## src/i2cm_pkg.sv

```systemverilog
`timescale 1ns / 1ps
// Shared types and constants for the I2C master bit sequencer.
// No dependencies; imported by i2cm_core and i2c_master_bit_sequencer.
package i2cm_pkg;

   localparam logic [2:0] REQ_TICK  = 3'd0;
   localparam logic [2:0] REQ_START = 3'd1;
   localparam logic [2:0] REQ_STOP  = 3'd2;
   localparam logic [2:0] REQ_ADDR  = 3'd3;
   localparam logic [2:0] REQ_WRITE = 3'd4;
   localparam logic [2:0] REQ_READ  = 3'd5;

   localparam logic [6:0]  ADDR_MIN      = 7'd8;
   localparam logic [6:0]  ADDR_MAX      = 7'd120;
   localparam logic [15:0] PHASE_RST     = 16'd100;
   localparam logic [3:0]  ACK_BIT_INDEX = 4'd8;

   typedef enum logic [2:0] {
      OP_IDLE  = 3'd0,
      OP_START = 3'd1,
      OP_STOP  = 3'd2,
      OP_ADDR  = 3'd3,
      OP_WRITE = 3'd4,
      OP_READ  = 3'd5
   } op_type;

   typedef struct packed {
      logic scl;
      logic sda;
      logic drv;
   } lines_type;

   localparam lines_type LINES_RST = '{scl: 1'b1, sda: 1'b1, drv: 1'b1};

   typedef struct packed {
      logic [2:0] req;
      logic [7:0] tx_byte;
      logic       rw_bit;
      logic       nack_last;
      logic       sda_in;
   } cmd_type;

   typedef struct packed {
      lines_type  lines;
      logic       busy;
      logic       done;
      logic [7:0] rx_byte;
      logic       ack;
      logic       err;
   } res_type;

   // Line levels for the low phase of bit bi.
   function automatic lines_type bit_lines(input op_type op, input logic [3:0] bi,
                                           input logic [7:0] sh);
      lines_type l;
      l.scl = 1'b0;
      if (op == OP_READ) begin
         l.sda = (bi < ACK_BIT_INDEX) ? 1'b1 : sh[0];
         l.drv = (bi < ACK_BIT_INDEX) ? 1'b0 : 1'b1;
      end else begin
         l.sda = (bi < ACK_BIT_INDEX) ? sh[3'd7 - bi[2:0]] : 1'b1;
         l.drv = (bi < ACK_BIT_INDEX) ? 1'b1 : 1'b0;
      end
      return l;
   endfunction

endpackage

```

## src/i2cm_core.sv

```systemverilog
`timescale 1ns / 1ps
// Sequencer state and per-tick next-state logic; one tick per step.
// Depends on i2cm_pkg.
module i2cm_core (
   input  logic              clock,
   input  logic              reset,
   input  logic              step,
   input  i2cm_pkg::cmd_type cmd,
   input  logic [15:0]       phase_ticks,
   output i2cm_pkg::res_type res
);
   import i2cm_pkg::*;

   op_type     op_ff, op_in;
   logic       phase_ff, phase_in;
   logic [15:0] tick_ff, tick_in;
   logic [3:0] bit_ff, bit_in;
   logic [7:0] shift_ff, shift_in;
   logic [7:0] rx_ff, rx_in;
   lines_type  lines_ff, lines_in;
   logic       ack_ff, ack_in;

   logic [16:0] tick_sum;
   logic [16:0] lim;
   logic [6:0]  addr;
   logic [3:0]  bit_nxt;
   logic        fin;
   logic        done;
   logic        err;

   assign tick_sum = {1'b0, tick_ff} + 17'd1;
   assign lim      = (phase_ticks == 16'd0) ? 17'd1 : {1'b0, phase_ticks};
   assign addr     = cmd.tx_byte[6:0];
   assign bit_nxt  = bit_ff + 4'd1;

   always_comb begin
      op_in    = op_ff;
      phase_in = phase_ff;
      tick_in  = tick_ff;
      bit_in   = bit_ff;
      shift_in = shift_ff;
      rx_in    = rx_ff;
      lines_in = lines_ff;
      ack_in   = ack_ff;
      fin      = 1'b0;
      done     = 1'b0;
      err      = 1'b0;
      if (op_ff == OP_IDLE) begin
         unique case (cmd.req)
            REQ_START: begin
               op_in    = OP_START;
               phase_in = 1'b0;
               tick_in  = '0;
               lines_in = '{scl: 1'b1, sda: 1'b1, drv: 1'b1};
            end
            REQ_STOP: begin
               op_in    = OP_STOP;
               phase_in = 1'b0;
               tick_in  = '0;
               lines_in = '{scl: 1'b0, sda: 1'b0, drv: 1'b1};
            end
            REQ_ADDR: begin
               if (addr < ADDR_MIN || addr > ADDR_MAX) begin
                  err    = 1'b1;
                  done   = 1'b1;
                  ack_in = 1'b1;
               end else begin
                  op_in    = OP_ADDR;
                  shift_in = {addr, cmd.rw_bit};
                  bit_in   = '0;
                  phase_in = 1'b0;
                  tick_in  = '0;
                  lines_in = bit_lines(OP_ADDR, 4'd0, {addr, cmd.rw_bit});
               end
            end
            REQ_WRITE: begin
               op_in    = OP_WRITE;
               shift_in = cmd.tx_byte;
               bit_in   = '0;
               phase_in = 1'b0;
               tick_in  = '0;
               lines_in = bit_lines(OP_WRITE, 4'd0, cmd.tx_byte);
            end
            REQ_READ: begin
               op_in    = OP_READ;
               rx_in    = '0;
               shift_in = {7'd0, cmd.nack_last};
               bit_in   = '0;
               phase_in = 1'b0;
               tick_in  = '0;
               lines_in = bit_lines(OP_READ, 4'd0, {7'd0, cmd.nack_last});
            end
            default: ;
         endcase
      end else begin
         tick_in = tick_sum[15:0];
         if (tick_sum >= lim) begin
            tick_in = '0;
            unique case (op_ff)
               OP_START: begin
                  if (!phase_ff) begin
                     phase_in = 1'b1;
                     lines_in = '{scl: 1'b1, sda: 1'b0, drv: 1'b1};
                  end else begin
                     lines_in = '{scl: 1'b0, sda: 1'b0, drv: 1'b1};
                     fin      = 1'b1;
                  end
               end
               OP_STOP: begin
                  if (!phase_ff) begin
                     phase_in = 1'b1;
                     lines_in = '{scl: 1'b1, sda: 1'b0, drv: 1'b1};
                  end else begin
                     lines_in = '{scl: 1'b1, sda: 1'b1, drv: 1'b1};
                     fin      = 1'b1;
                  end
               end
               default: begin
                  if (!phase_ff) begin
                     phase_in     = 1'b1;
                     lines_in.scl = 1'b1;
                  end else if (bit_ff >= ACK_BIT_INDEX) begin
                     if (op_ff == OP_READ) begin
                        lines_in = '{scl: 1'b0, sda: shift_ff[0], drv: 1'b1};
                     end else begin
                        ack_in   = cmd.sda_in;
                        lines_in = '{scl: 1'b0, sda: 1'b1, drv: 1'b1};
                     end
                     fin = 1'b1;
                  end else begin
                     if (op_ff == OP_READ) begin
                        rx_in = {rx_ff[6:0], cmd.sda_in};
                     end
                     bit_in   = bit_nxt;
                     phase_in = 1'b0;
                     lines_in = bit_lines(op_ff, bit_nxt, shift_ff);
                  end
               end
            endcase
            if (fin) begin
               done     = 1'b1;
               op_in    = OP_IDLE;
               phase_in = 1'b0;
               bit_in   = '0;
            end
         end
      end
   end

   always_ff @(posedge clock) begin
      if (reset) begin
         op_ff    <= OP_IDLE;
         phase_ff <= 1'b0;
         tick_ff  <= '0;
         bit_ff   <= '0;
         shift_ff <= '0;
         rx_ff    <= '0;
         lines_ff <= LINES_RST;
         ack_ff   <= 1'b1;
      end else if (step) begin
         op_ff    <= op_in;
         phase_ff <= phase_in;
         tick_ff  <= tick_in;
         bit_ff   <= bit_in;
         shift_ff <= shift_in;
         rx_ff    <= rx_in;
         lines_ff <= lines_in;
         ack_ff   <= ack_in;
      end
   end

   assign res.lines   = lines_in;
   assign res.busy    = (op_in != OP_IDLE);
   assign res.done    = done;
   assign res.rx_byte = rx_in;
   assign res.ack     = ack_in;
   assign res.err     = err;

endmodule

```

## src/i2c_master_bit_sequencer.sv

```systemverilog
`timescale 1ns / 1ps
// Top level of the I2C master bit sequencer: input register, core, result register.
// Depends on i2cm_pkg and i2cm_core.
//
//   channel | dir | beat
//   req_    | in  | one tick: command fields and sampled SDA
//   rsp_    | out | line levels and status after that tick
//   csr_    | in  | phase_ticks write (ticks per half-bit phase)
//
// One tick per clock while rsp_ready is high; rsp_valid rises once an accepted
// req beat has moved from the input register into the result register.
// The core state advances as a tick moves from the input register to the
// result register, so throughput is one beat per cycle with rsp_ready high.
// A stalled rsp_ holds the result; req_ready then drops once the input
// register is also full. Synchronous reset; phase_ticks resets to 100.
module i2c_master_bit_sequencer (
   input  logic        clock,
   input  logic        reset,
   input  logic        req_valid,
   output logic        req_ready,
   input  logic [2:0]  req_type,
   input  logic [7:0]  req_tx_byte,
   input  logic        req_rw_bit,
   input  logic        req_nack_last,
   input  logic        req_sda_in,
   output logic        rsp_valid,
   input  logic        rsp_ready,
   output logic        rsp_scl_out,
   output logic        rsp_sda_out,
   output logic        rsp_sda_drive,
   output logic        rsp_busy_res,
   output logic        rsp_done_res,
   output logic [7:0]  rsp_rx_byte,
   output logic        rsp_ack_bit,
   output logic        rsp_addr_error,
   input  logic        csr_valid,
   output logic        csr_ready,
   input  logic [15:0] csr_phase_ticks
);
   import i2cm_pkg::*;

   logic        in_vld_ff, in_vld_in;
   cmd_type     cmd_ff;
   logic        out_vld_ff, out_vld_in;
   res_type     res_ff;
   res_type     res_nxt;
   logic [15:0] phase_ff;
   logic        adv;

   assign adv       = in_vld_ff && (!out_vld_ff || rsp_ready);
   assign req_ready = !in_vld_ff || adv;
   assign csr_ready = 1'b1;

   always_comb begin
      in_vld_in = in_vld_ff;
      if (req_valid && req_ready) begin
         in_vld_in = 1'b1;
      end else if (adv) begin
         in_vld_in = 1'b0;
      end
      out_vld_in = out_vld_ff;
      if (adv) begin
         out_vld_in = 1'b1;
      end else if (rsp_ready) begin
         out_vld_in = 1'b0;
      end
   end

   always_ff @(posedge clock) begin
      if (reset) begin
         in_vld_ff  <= 1'b0;
         out_vld_ff <= 1'b0;
         phase_ff   <= PHASE_RST;
      end else begin
         in_vld_ff  <= in_vld_in;
         out_vld_ff <= out_vld_in;
         if (csr_valid && csr_ready) begin
            phase_ff <= csr_phase_ticks;
         end
      end
   end

   always_ff @(posedge clock) begin
      if (req_valid && req_ready) begin
         cmd_ff <= '{req: req_type, tx_byte: req_tx_byte, rw_bit: req_rw_bit,
                     nack_last: req_nack_last, sda_in: req_sda_in};
      end
      if (adv) begin
         res_ff <= res_nxt;
      end
   end

   i2cm_core u_core (
      .clock      (clock),
      .reset      (reset),
      .step       (adv),
      .cmd        (cmd_ff),
      .phase_ticks(phase_ff),
      .res        (res_nxt)
   );

   assign rsp_valid      = out_vld_ff;
   assign rsp_scl_out    = res_ff.lines.scl;
   assign rsp_sda_out    = res_ff.lines.sda;
   assign rsp_sda_drive  = res_ff.lines.drv;
   assign rsp_busy_res   = res_ff.busy;
   assign rsp_done_res   = res_ff.done;
   assign rsp_rx_byte    = res_ff.rx_byte;
   assign rsp_ack_bit    = res_ff.ack;
   assign rsp_addr_error = res_ff.err;

endmodule

```

## config.mk

```make
export PLATFORM = sky130hd
export DESIGN_NAME = i2c_master_bit_sequencer
export DESIGN_NICKNAME = d
export VERILOG_FILES = /design/src/i2cm_pkg.sv /design/src/i2cm_core.sv /design/src/i2c_master_bit_sequencer.sv
export SDC_FILE = /design/constraint.sdc
export NUM_CORES = 1
export LEC_CHECK = 0
export BUFFER_PORTS_ARGS = -buffer_cell sky130_fd_sc_hd__buf_4
export CORE_MARGIN = 10
export CORE_UTILIZATION = 59
export DETAILED_ROUTE_END_ITERATION = 7
export GPL_TIMING_DRIVEN = 0
export HOLD_SLACK_MARGIN = 0.02
export PLACE_DENSITY_LB_ADDON = 0.15
export SYNTH_ARGS = -nofsm -noshare
export SYNTH_HDL_FRONTEND = slang
export SYNTH_SLANG_ARGS = --single-unit
```

## constraint.sdc

```tcl
create_clock -name clock -period 3.9 [get_ports clock]
set_input_delay 1.17 -clock clock [delete_from_list [all_inputs] [get_ports clock]]
set_output_delay 1.17 -clock clock [all_outputs]
set_load 0.1 [all_outputs]
```

==> metrics.md <==
| Metric | Value |
|---|---|
| Status | complete, no violations |
| DR pass1 iterations | 4 |
| Initial antenna violation count | 0 |
| FF+latch count, synth | 91 |
| Wire per inst | 15.75 um |
| Critical setup path kind | register to register |
| NumNets Final | 659 |
| Die Span Y | 110.5 um |
| Clk_lat worst skew | 0.37 ns |
| CTS tree | yes |
| Share of the synthesized area in the top cell type | 25.71% |
| Post-synthesis net count | 599 |
| Primary FF master, synth | dfxtp_1 |
| Hold Crit Start | u_core.tick_ff[15] |
| FMAX | 0.2726 GHz |
| Std-Cell Core Area | 0.007848 mm2 |
| Critical path data arrival time | 3.78 ns |
| Clk pwr share | 35.8% |
| Inserted Diodes | 0 |
| RePlAce Congestion | 0.8918 |
| CP startpoint kind | register |
| Post-synthesis compound-gate area fraction | 15.11% |
| Sequential Power Share | 50.2% |
| Iteration-0 DRC Markers | 293 |
| Post-synth top area cell | dfxtp_1 |
| Synth Instances | 545 |
| Total routed wirelength | 11220 um |
| Crit. End Element | register |
| Dpl ws | 0.003190 ns |
| Largest net degree at the start of global routing | 25 |
| Setup Skew | 0.01454 ns |
| Switching power | 0.5817 mW |
| Worst setup path start | u_core.tick_ff[7] |
| Detail Route Antenna Nets | 0 |
| Clk buf depth | 2 |
| Synth unique cells | 64 |
| Overall via count from detail_route | 4198 |
| Synth area leaders | dfxtp_1, edfxtp_1, ha_1 |
| All-layer global routing usage | 17.72% |
| Post-route DRC violation count | 0 |
| Final worst setup slack | 0.2318 ns |
| Leak | 2.120 nW |
| CTS Sinks | 91 |
| Num rows | 32 |
| Least-Margin Pin Slew | 1.118 ns |
| First-pass GRT wire length | 19000 um |
| Final count of hold timing violations | 0 |
| Mean Syn Cell Area | 8.859 um2 |
| Slew headroom | 25.44% |
| Worst-path clk slew | 0.10 ns |
| Worst VDD drop | 0.2860 mV |
| GRT overflow | 0 |
| Filler cells | 648 |
| Die ar. | 0.01220 mm2 |
| Unrepaired setup endpoints after global routing | no |
| # hold bufs at CTS | 0 |
| Num CTS Buffers | 9 |
| Final min period | 3.668 ns |
| Net Sw Frac | 28.16% |
| # resized after CTS | 1 |
| Post-CTS Repair Setup Buffers | 0 |
| PortBufs | 50 |
| Ys async rst share | 0% |
| CP delay by family, top | simple AND/OR/NAND/NOR gates |
| Power Internal | 1.484 mW |
| Launching point of the worst reg2reg path | u_core.tick_ff[7] |
| Crit path buffers/inverters | 1 |
| Final HPWL DP | 8451 um |
| Max-slew violations | 0 |
| Fin crit share | 94.06% |
| CP peak stage delay | 0.43 ns |
| Io pins | 53 |
| Post-synth EDFFs | 29 |
| CP required | 4.01 ns |
| Share of cells above drive strength 1 | 14.43% |
| Register area share after synthesis | 43.74% |
| Critical-path cell list | and4_1 > nand4_1 > nor2b_2 > nand3_1 > xnor2_1 > ha_1 > nand3_1 > nor3_1 > a31oi_2 > nand3_1 > or2_2 > buf_2 > a221o_1 |
| Setup_tns | 0 ns |
| Logic pwr share | 14.0% |
| Worst Hold Class | register to register |
| Vias in the first global route | 4191 |
| Ys Warns | 0 |
| Mapped Area | 0.004828 mm2 |
| Pwr Density | 369.3 mW/mm2 |
| P&R area growth vs syn | 15.83% |
| Maximum Capacitance Violations | 0 |
| Die X | 110.5 um |
| Synth Area in Adders | 4.924% |
| Largest family of logic cells by synthesized area | simple AND/OR/NAND/NOR gates |
| Crit-path most repeated cell | nand3_1 |
| CP Max Fanout | 10 |
| Crit-path slowest cell | dfxtp_1 |
| Final setup fails | 0 |
| Drt via density | 5.896 |
| Starting Density | 61.53% |
| Multiplexer share of the synthesized area | 4.457% |
| # H-tree levels | 3 |
| Post-Synth XOR/XNOR Area | 3.084% |
| Clock Root Buffer | clkbuf_8 |
| Post-Synth Simple-Gate Area | 23.22% |
power by group through the flow:
stage | registers, mW | logic [mW] | clock network (mW)
final | 1.04 | 0.290 | 0.739
after global routing | 1.04 | 0.314 | 0.784
after CTS | 1.04 | 0.288 | 0.745
after detailed placement | 1.06 | 0.286 | 0
after global placement | 1.06 | 0.280 | 0
after floorplan | 1.11 | 0.150 | 0
metal layers:
layer | global-route usage (%) | vias up | wire length [um]
li1 | - | 2091 | -
met1 | 23.65 | 1952 | 5402
met2 | 27.23 | 135 | 4934
met3 | 4.322 | 20 | 672
met4 | 6.218 | 0 | 206
met5 | 0 | - | 0
flip-flops by register name (all words and copies together), names as in the netlist, 3 cells and up:
register / flops
u_core.tick_ff: 16
u_core.shift_ff: 8
cmd_ff: 14
u_core.rx_ff: 8
rsp_rx_byte: 8
phase_ff: 16
u_core.bit_ff: 4
u_core.lines_ff: 3
u_core.op_ff: 3
worst paths after layout:
kind	slack (ns)	cells past startpoint	end
setup / recovery	0.23	13	rsp_sda_out
hold / removal	0.50	2	u_core.tick_ff[15]
hold reg to reg	0.50	2	u_core.tick_ff[15]
setup reg to reg	0.23	13	rsp_sda_out
Yosys cell counts (all sizes together) (3+ instances only):
library cell	n
a211oi	11
a21o	4
a21oi	34
a221o	3
a31oi	7
and3	6
buf	5
clkbuf	29
dfxtp	62
edfxtp	29
ha	19
inv	31
mux2i	17
nand2	48
nand2b	4
nand3	47
nand4	14
nor2	48
nor2b	6
nor3	16
nor3b	9
nor4	6
o211ai	10
o21ai	23
o22ai	4
or3	3
xnor2	10
xor2	7
layout make-up:
cell class / count / area, um2 / share of cell area (%)
Buffer: 33 / 135.1 / 2.416
Clock buffer: 9 / 123.9 / 2.215
Clock inverter: 7 / 108.9 / 1.946
Inverter: 33 / 123.9 / 2.215
Multi-Input combinational cell: 387 / 2484 / 44.41
Sequential cell: 91 / 2115 / 37.81
Tap cell: 102 / 127.6 / 2.282
Timing Repair Buffer: 50 / 375.4 / 6.711
cells by family (layout without fill, tap and decap cells):
family / after synthesis / after routing
AO/OA/AOI/OAI: 113 / 113
XOR/XNOR: 17 / 17
adder cells (fa/ha/maj): 19 / 19
buffers and inverters: 67 / 132
flip-flops: 91 / 91
multiplexers: 19 / 19
other: 1 / 1
AND/OR/NAND/NOR: 218 / 218
cells in the final DEF (no fill, tap or decap), drive strengths merged, types with 7 or more instances in the layout:
cell / netlist / final
dfxtp: 62 / 62
buf: 5 / 55
nand2: 48 / 48
nor2: 48 / 48
nand3: 47 / 47
clkbuf: 29 / 37
a21oi: 34 / 34
inv: 31 / 34
edfxtp: 29 / 29
o21ai: 23 / 23
ha: 19 / 19
mux2i: 17 / 17
nor3: 16 / 16
nand4: 14 / 14
a211oi: 11 / 11
o211ai: 10 / 10
xnor2: 10 / 10
nor3b: 9 / 9
xor2: 7 / 7
a31oi: 7 / 7
tightest hold or removal path: cells and delay by family, from the launching register on:
kind               cells  cell delay (ns)
DFF                    1             0.34
and+or+nand+nor        1             0.06
AOI/OAI and AO/OA      1             0.05
per-stage QoR:
stage | cells | total power, mW | hold slack (ns) | cell area [um2] | utilization [%]
after floorplan | 545 | 1.256 | 0.4577 | 4828 | -
after global placement | 697 | 1.336 | 0.4681 | 5331 | 67.94
after detailed placement | 697 | 1.344 | 0.4837 | 5331 | 67.94
after CTS | 713 | 2.069 | 0.4989 | 5570 | 70.98
after global routing | 712 | 2.139 | 0.5251 | 5593 | 71.27
final | 712 | 2.066 | 0.4956 | 5593 | 71.27
Note: power is estimated with default switching activity, not from simulation.
